[src/hdl/hmsc_pkg.sv]
// ----------------------------------------------------------------------------
// hmsc_pkg
// Types, codes and decode helpers for the six-digit clock display scanner.
// ----------------------------------------------------------------------------
`default_nettype none

package hmsc_pkg;

   localparam int HOURS_W   = 5;
   localparam int MINUTES_W = 6;
   localparam int SECONDS_W = 6;
   localparam int KIND_W    = 2;
   localparam int MODE_W    = 2;
   localparam int POS_W     = 3;
   localparam int DIGIT_W   = 4;
   localparam int SEG_W     = 8;

   localparam logic [KIND_W-1:0] KIND_SECOND = 2'd0;
   localparam logic [KIND_W-1:0] KIND_SCAN   = 2'd1;
   localparam logic [KIND_W-1:0] KIND_LOAD   = 2'd2;

   localparam logic [MODE_W-1:0] MODE_12H = 2'd0;
   localparam logic [MODE_W-1:0] MODE_24H = 2'd1;

   localparam logic [HOURS_W-1:0]   HOUR_LIMIT_12H   = 5'd12;
   localparam logic [HOURS_W-1:0]   HOUR_LIMIT_24H   = 5'd24;
   localparam logic [MINUTES_W-1:0] UNITS_PER_MINUTE = 6'd60;

   localparam logic [POS_W-1:0] POS_SEC_UNITS  = 3'd0;
   localparam logic [POS_W-1:0] POS_SEC_TENS   = 3'd1;
   localparam logic [POS_W-1:0] POS_MIN_UNITS  = 3'd2;
   localparam logic [POS_W-1:0] POS_MIN_TENS   = 3'd3;
   localparam logic [POS_W-1:0] POS_HOUR_UNITS = 3'd4;
   localparam logic [POS_W-1:0] POS_HOUR_TENS  = 3'd5;

   localparam logic [SEG_W-1:0] SELECT_FIRST = 8'h80;

   typedef struct packed {
      logic [KIND_W-1:0]    kind;
      logic [HOURS_W-1:0]   set_hours;
      logic [MINUTES_W-1:0] set_minutes;
      logic [SECONDS_W-1:0] set_seconds;
   } req_type;

   typedef struct packed {
      logic [SEG_W-1:0]     digit_select;
      logic [SEG_W-1:0]     segment_pattern;
      logic [HOURS_W-1:0]   hours_now;
      logic [MINUTES_W-1:0] minutes_now;
      logic [SECONDS_W-1:0] seconds_now;
      logic                 load_rejected;
   } rsp_type;

   typedef struct packed {
      logic [DIGIT_W-1:0] tens;
      logic [DIGIT_W-1:0] units;
   } digits_type;

   // Decimal split of a value below 64.
   function automatic digits_type split_digits(input logic [5:0] value);
      digits_type d;
      logic [5:0] base;
      if (value >= 6'd60) begin
         d.tens = 4'd6; base = 6'd60;
      end else if (value >= 6'd50) begin
         d.tens = 4'd5; base = 6'd50;
      end else if (value >= 6'd40) begin
         d.tens = 4'd4; base = 6'd40;
      end else if (value >= 6'd30) begin
         d.tens = 4'd3; base = 6'd30;
      end else if (value >= 6'd20) begin
         d.tens = 4'd2; base = 6'd20;
      end else if (value >= 6'd10) begin
         d.tens = 4'd1; base = 6'd10;
      end else begin
         d.tens = 4'd0; base = 6'd0;
      end
      d.units = 4'(value - base);
      return d;
   endfunction

   function automatic logic [SEG_W-1:0] seg_pattern(input logic [DIGIT_W-1:0] digit);
      logic [SEG_W-1:0] pat;
      case (digit)
         4'd0: pat = 8'b11111100;
         4'd1: pat = 8'b01100000;
         4'd2: pat = 8'b11011010;
         4'd3: pat = 8'b11110010;
         4'd4: pat = 8'b01100110;
         4'd5: pat = 8'b10110110;
         4'd6: pat = 8'b10111110;
         4'd7: pat = 8'b11100000;
         4'd8: pat = 8'b11111110;
         4'd9: pat = 8'b11110110;
         default: pat = 8'b00000000;
      endcase
      return pat;
   endfunction

endpackage

`default_nettype wire

[src/hdl/hms_clock_seven_segment_scan.sv]
// ----------------------------------------------------------------------------
// hms_clock_seven_segment_scan
// Time-of-day counter with a six-digit multiplexed seven-segment scan.
// ----------------------------------------------------------------------------
// Takes one transaction per cycle while the result is not stalled; each produces
// exactly one result: the input register holds the transaction and the result
// register captures a single pass of counter, compare and segment-decode logic.
// A stalled result holds the input register and stalls the request side. Kind 0
// is a one-second tick, kind 1 a scan tick that shows the next digit (second
// units first, hour tens last), kind 2 loads the time. The mode register is to be
// written through the csr port only while no transaction is in flight; the block
// does not enforce this. Mode 2 or 3 blanks the display, stops counting and
// rejects every load.
`default_nettype none

module hms_clock_seven_segment_scan (
   input  wire logic                           clock,
   input  wire logic                           reset,
   input  wire logic                           req_valid,
   output      logic                           req_stall,
   input  wire hmsc_pkg::req_type              req_data,
   output      logic                           rsp_valid,
   input  wire logic                           rsp_stall,
   output      hmsc_pkg::rsp_type              rsp_data,
   input  wire logic                           csr_valid,
   output      logic                           csr_ready,
   input  wire logic [hmsc_pkg::MODE_W-1:0]    csr_data
);

   logic                                in_valid_ff;
   hmsc_pkg::req_type                   in_data_ff;
   logic                                rsp_valid_ff;
   hmsc_pkg::rsp_type                   rsp_data_ff;
   hmsc_pkg::rsp_type                   rsp_data_in;
   logic [hmsc_pkg::MODE_W-1:0]         mode_ff;
   logic [hmsc_pkg::HOURS_W-1:0]        hours_ff, hours_in;
   logic [hmsc_pkg::MINUTES_W-1:0]      minutes_ff, minutes_in;
   logic [hmsc_pkg::SECONDS_W-1:0]      seconds_ff, seconds_in;
   logic [hmsc_pkg::POS_W-1:0]          pos_ff, pos_in;

   logic                                out_free;
   logic                                advance;
   logic                                mode_ok;
   logic [hmsc_pkg::HOURS_W-1:0]        limit;
   logic [hmsc_pkg::POS_W-1:0]          pos_eff;
   logic [hmsc_pkg::SECONDS_W-1:0]      sec_inc;
   logic [hmsc_pkg::MINUTES_W-1:0]      min_step;
   logic [hmsc_pkg::HOURS_W-1:0]        hour_step;
   hmsc_pkg::digits_type                sec_digits, min_digits, hour_digits;
   logic [hmsc_pkg::DIGIT_W-1:0]        digit;

   assign out_free  = !rsp_valid_ff || !rsp_stall;
   assign advance   = in_valid_ff && out_free;
   assign req_stall = in_valid_ff && !out_free;
   assign rsp_valid = rsp_valid_ff;
   assign rsp_data  = rsp_data_ff;
   assign csr_ready = 1'b1;

   always_comb begin
      unique case (mode_ff)
         hmsc_pkg::MODE_12H: begin
            limit = hmsc_pkg::HOUR_LIMIT_12H; mode_ok = 1'b1;
         end
         hmsc_pkg::MODE_24H: begin
            limit = hmsc_pkg::HOUR_LIMIT_24H; mode_ok = 1'b1;
         end
         default: begin
            limit = '0; mode_ok = 1'b0;
         end
      endcase
   end

   assign pos_eff     = (pos_ff > hmsc_pkg::POS_HOUR_TENS) ? hmsc_pkg::POS_SEC_UNITS : pos_ff;
   assign sec_digits  = hmsc_pkg::split_digits(seconds_ff);
   assign min_digits  = hmsc_pkg::split_digits(minutes_ff);
   assign hour_digits = hmsc_pkg::split_digits({1'b0, hours_ff});
   assign sec_inc     = seconds_ff + 6'd1;

   always_comb begin
      unique case (pos_eff)
         hmsc_pkg::POS_SEC_UNITS:  digit = sec_digits.units;
         hmsc_pkg::POS_SEC_TENS:   digit = sec_digits.tens;
         hmsc_pkg::POS_MIN_UNITS:  digit = min_digits.units;
         hmsc_pkg::POS_MIN_TENS:   digit = min_digits.tens;
         hmsc_pkg::POS_HOUR_UNITS: digit = hour_digits.units;
         default:                  digit = hour_digits.tens;
      endcase
   end

   always_comb begin
      hours_in   = hours_ff;
      minutes_in = minutes_ff;
      seconds_in = seconds_ff;
      pos_in     = pos_ff;
      min_step   = minutes_ff;
      hour_step  = hours_ff;
      rsp_data_in.digit_select    = '0;
      rsp_data_in.segment_pattern = '0;
      rsp_data_in.load_rejected   = 1'b0;

      unique case (in_data_ff.kind)
         hmsc_pkg::KIND_SECOND: begin
            if (mode_ok) begin
               if (sec_inc >= hmsc_pkg::UNITS_PER_MINUTE) begin
                  seconds_in = '0;
                  min_step   = minutes_ff + 6'd1;
               end else begin
                  seconds_in = sec_inc;
               end
               if (min_step >= hmsc_pkg::UNITS_PER_MINUTE) begin
                  minutes_in = '0;
                  hour_step  = hours_ff + 5'd1;
               end else begin
                  minutes_in = min_step;
               end
               hours_in = (hour_step >= limit) ? '0 : hour_step;
            end
         end
         hmsc_pkg::KIND_SCAN: begin
            if (mode_ok) begin
               rsp_data_in.digit_select    = hmsc_pkg::SELECT_FIRST >> pos_eff;
               rsp_data_in.segment_pattern = hmsc_pkg::seg_pattern(digit);
               pos_in = (pos_eff == hmsc_pkg::POS_HOUR_TENS) ?
                        hmsc_pkg::POS_SEC_UNITS : pos_eff + 3'd1;
            end
         end
         hmsc_pkg::KIND_LOAD: begin
            if (!mode_ok || in_data_ff.set_hours >= limit ||
                in_data_ff.set_minutes >= hmsc_pkg::UNITS_PER_MINUTE ||
                in_data_ff.set_seconds >= hmsc_pkg::UNITS_PER_MINUTE) begin
               rsp_data_in.load_rejected = 1'b1;
            end else begin
               hours_in   = in_data_ff.set_hours;
               minutes_in = in_data_ff.set_minutes;
               seconds_in = in_data_ff.set_seconds;
            end
         end
         default: begin
         end
      endcase

      rsp_data_in.hours_now   = hours_in;
      rsp_data_in.minutes_now = minutes_in;
      rsp_data_in.seconds_now = seconds_in;
   end

   // input register
   always_ff @(posedge clock) begin
      if (reset) begin
         in_valid_ff <= 1'b0;
      end else if (!req_stall) begin
         in_valid_ff <= req_valid;
      end
      if (!req_stall && req_valid) begin
         in_data_ff <= req_data;
      end
   end

   // result register and time state
   always_ff @(posedge clock) begin
      if (reset) begin
         rsp_valid_ff <= 1'b0;
         hours_ff     <= '0;
         minutes_ff   <= '0;
         seconds_ff   <= '0;
         pos_ff       <= hmsc_pkg::POS_SEC_UNITS;
      end else begin
         if (out_free) begin
            rsp_valid_ff <= in_valid_ff;
         end
         if (advance) begin
            hours_ff   <= hours_in;
            minutes_ff <= minutes_in;
            seconds_ff <= seconds_in;
            pos_ff     <= pos_in;
         end
      end
      if (advance) begin
         rsp_data_ff <= rsp_data_in;
      end
   end

   always_ff @(posedge clock) begin
      if (reset) begin
         mode_ff <= hmsc_pkg::MODE_12H;
      end else if (csr_valid && csr_ready) begin
         mode_ff <= csr_data;
      end
   end

endmodule

`default_nettype wire
[config.mk]
export PLATFORM = sky130hd
export DESIGN_NAME = hms_clock_seven_segment_scan
export DESIGN_NICKNAME = d
export VERILOG_FILES = /design/src/hdl/hmsc_pkg.sv /design/src/hdl/hms_clock_seven_segment_scan.sv
export SDC_FILE = /design/constraint.sdc
export NUM_CORES = 1
export LEC_CHECK = 0
export ABC_AREA = 1
export ABC_CLOCK_PERIOD_IN_PS = 4700
export BUFFER_PORTS_ARGS = -buffer_cell sky130_fd_sc_hd__buf_2
export CORE_UTILIZATION = 40
export CTS_BUF_LIST = sky130_fd_sc_hd__clkbuf_8
export DETAILED_ROUTE_END_ITERATION = 8
export GPL_TIMING_DRIVEN = 0
export PLACE_DENSITY = 0.65
export SETUP_SLACK_MARGIN = 0.2
export SLEW_MARGIN = 15
export SYNTH_ARGS = -nofsm -noshare
export SYNTH_HDL_FRONTEND = slang
export SYNTH_SLANG_ARGS = --single-unit
[constraint.sdc]
create_clock -name clock -period 4.7 [get_ports clock]
set_input_delay 1.175 -clock clock [delete_from_list [all_inputs] [get_ports clock]]
set_output_delay 1.175 -clock clock [all_outputs]
set_load 0.03 [all_outputs]
==> reports/results.ini <==
[finish]
area_growth_pct = 15.8
final_common_cell = nand2_1
final_util_pct = 48.2
nets = 673
drive_gt1_share_pct = 17.4
layout_common_cells = nand2_1, inv_1, o21ai_0, buf_2, a21oi_1
diodes = 0

[setup_path]
start_kind = flop
r2r_slack_ns = 1.24
cp.buffers_inverters = 3
crit_top_cell = nand2_1
critPathKind = flop to flop
cp_data_required_time_ns = 5.02
endpoint_kind = flop
path_cells = ha_1 -> xor2_1 -> nand3_2 -> o21ai_0 -> nand2_1 -> nor2_2 -> nand2_4 -> clkinv_2 -> nand2_1 -> nand2_1 -> inv_2 -> ha_1 -> a31oi_1 -> nand2_1 -> o21ai_0 -> nand2_1 -> nand2_1 -> o21ai_1 -> inv_1
path_delay_family = simple AND/OR/NAND/NOR gates
crit_slowest_cell = dfxtp_1
worstPathArrival_ns = 3.77
slowest_delay_ns = 0.55
cp_max_fo = 8

[drt]
ant_nets = 0
wl_per_cell_um = 15.6
vias = 4085
drc_errors = 0
first_pass_iters = 5
via_per_inst = 5.32
wirelength_um = 12000
drt-initial-drc-count = 327

[sta]
final-max-slew-violation-count = 0
slew_headroom_pct = 56.3
hold_viol = 0
whs_ns = 0.505
worstMarginPinSlew_ns = 0.655
fin_crit_ns = 3.46
finalSetupViolations = 0
post-route-period-util_pct = 73.5
fmax_mhz = 289
final.setup_skew_ns = 0.0138
fin_ws_ns = 1.24
rsz0062_at_grt = no

[placement]
gp_congestion = 0.907
pre_cts_ws_ns = 1.39
port_buffers = 60
hpwl_um = 8940

[power_and_ir_drop]
peakVddDrop_mv = 0.157
pwr_density_cell_nw_per_um2 = 334
p_leak_nw = 2.35

[floorplan]
dieHeight_um = 109
core_area_um2 = 11000
dieArea_um2 = 11900
io-pin-count = 63
row_count = 38
die_w_um = 109
start_util_pct = 41.7

[clocking]
root_buffer = clkbuf_8
cts-hold-fix-buffers = 0
cts_resized = 0
cts_tree = yes
cts.sinks = 76
clk_latency_ns = 0.37
clk_path_buf_depth = 2
h-tree-depth = 3
clk_pin_slew_ns = 0.08
cts_buffers = 9
post-cts-setup-buffers = 0

[logic_synthesis]
synthFlopType = edfxtp_1
async_flop_share_pct = 0
synthCells = 549
syn_area_per_cell_um2 = 8.37
ys_seq_elements = 76
synthDistinctLibCells = 45
synth_area_um2 = 4600
ys_warn_count = 0
yosysSeqAreaShare_pct = 44.4
synth_edf_count = 52

[global_route]
globalRouteOverflowTotal = 0
antenna_found_initial = 0
grt_max_degree = 29
grt_pass1_wl_um = 19100
track_usage_pct = 21.7
grt_pass1_vias = 3790

[outcome]
status = completed

[flow_run]
drv_cap = 0

[min_path]
min_path_type = flop to flop

-- worst min-delay path, delay by kind of cell, from the launching register on --
kind,cells,cell delay (ns)
AOI/OAI and AO/OA,2,0.13
DFF,1,0.33
-- power by group --
group / leakage [nW] / switching, W / total, W / internal (W)
sequential: 0.700 / 0.0000283 / 0.000792 / 0.000764
clock: 0.109 / 0.000263 / 0.000561 / 0.000297
combinational: 1.54 / 0.000288 / 0.000427 / 0.000138
-- area by class of cell --
type | instances | area, µm²
Fill cell | 1093 | 5710
Multi-Input combinational cell | 379 | 2170
Sequential cell | 76 | 2040
Timing Repair Buffer | 61 | 320
Inverter | 74 | 279
Tap cell | 140 | 175
Clock buffer | 9 | 124
Buffer | 22 | 118
Clock inverter | 7 | 90.1
-- flip-flops by register name, summed over array words and instances (netlist names) --
| register | flops |
|---|---|
| pos_ff | 3 |
| in_data_ff | 19 |
| hours_ff | 5 |
| rsp_data | 33 |
| seconds_ff | 6 |
| mode_ff | 2 |
| in_valid_ff | 1 |
| rsp_valid | 1 |
| minutes_ff | 6 |
-- cells by family after synthesis --
group           count (synthesis)  synth area share, %
flops                          76                 44.4
other cells                     2                0.163
xor+xnor                       11                 2.10
compound gates                162                 19.7
buf+inv                        96                 8.63
simple gates                  178                 18.0
fa+ha+maj                      24                 7.02
-- synth_stat cells, types with 6 or more instances --
| cell type | instances | area share [%] |
|---|---|---|
| o21ai_0 | 66 | 7.2 |
| ha_1 | 21 | 5.7 |
| a21oi_1 | 57 | 6.2 |
| dfxtp_1 | 24 | 10 |
| edfxtp_1 | 52 | 34 |
| nand3_1 | 23 | 2.5 |
| clkbuf_1 | 14 | 1.1 |
| o22ai_1 | 6 | 0.82 |
| nor2_1 | 30 | 2.4 |
| o21ai_1 | 11 | 1.2 |
| xor2_1 | 7 | 1.3 |
| nand2_1 | 92 | 7.5 |
| inv_1 | 70 | 5.7 |
-- per-layer routing --
| metal | global-route usage [%] | vias to the layer above | part of all wire, % |
|---|---|---|---|
| met2 | 33.2 | 196 | 45 |
| met5 | 0 | - | 0 |
| met4 | 10.4 | 0 | 2.7 |
| met3 | 4.54 | 30 | 7.5 |
| li1 | - | 2021 | - |
| met1 | 29.4 | 1838 | 45 |
-- path summary, 6_finish.rpt --
check	end	from	cells past startpoint
max	hours_ff[0]$_SDFFE_PP0P_	seconds_ff[0]$_SDFFE_PP0P_	19
min	pos_ff[2]$_SDFFE_PP0P_	pos_ff[2]$_SDFFE_PP0P_	2
max reg2reg	hours_ff[0]$_SDFFE_PP0P_	seconds_ff[0]$_SDFFE_PP0P_	19
min reg2reg	pos_ff[2]$_SDFFE_PP0P_	pos_ff[2]$_SDFFE_PP0P_	2
-- through the flow --
stage | TNS, ns | cell area [µm²] | total power (W) | instances
finish | 0 | 5320 | 0.00178 | 768
global route | 0 | 5320 | 0.00188 | 768
CTS | 0 | 5320 | 0.00179 | 768
detailed placement | 0 | 5110 | 0.00123 | 752
global placement | -10.38 | 5080 | 0.00122 | 751
floorplan | 0 | 4600 | 0.00111 | 551
No activity file was read; power rests on OpenSTA's default activity.
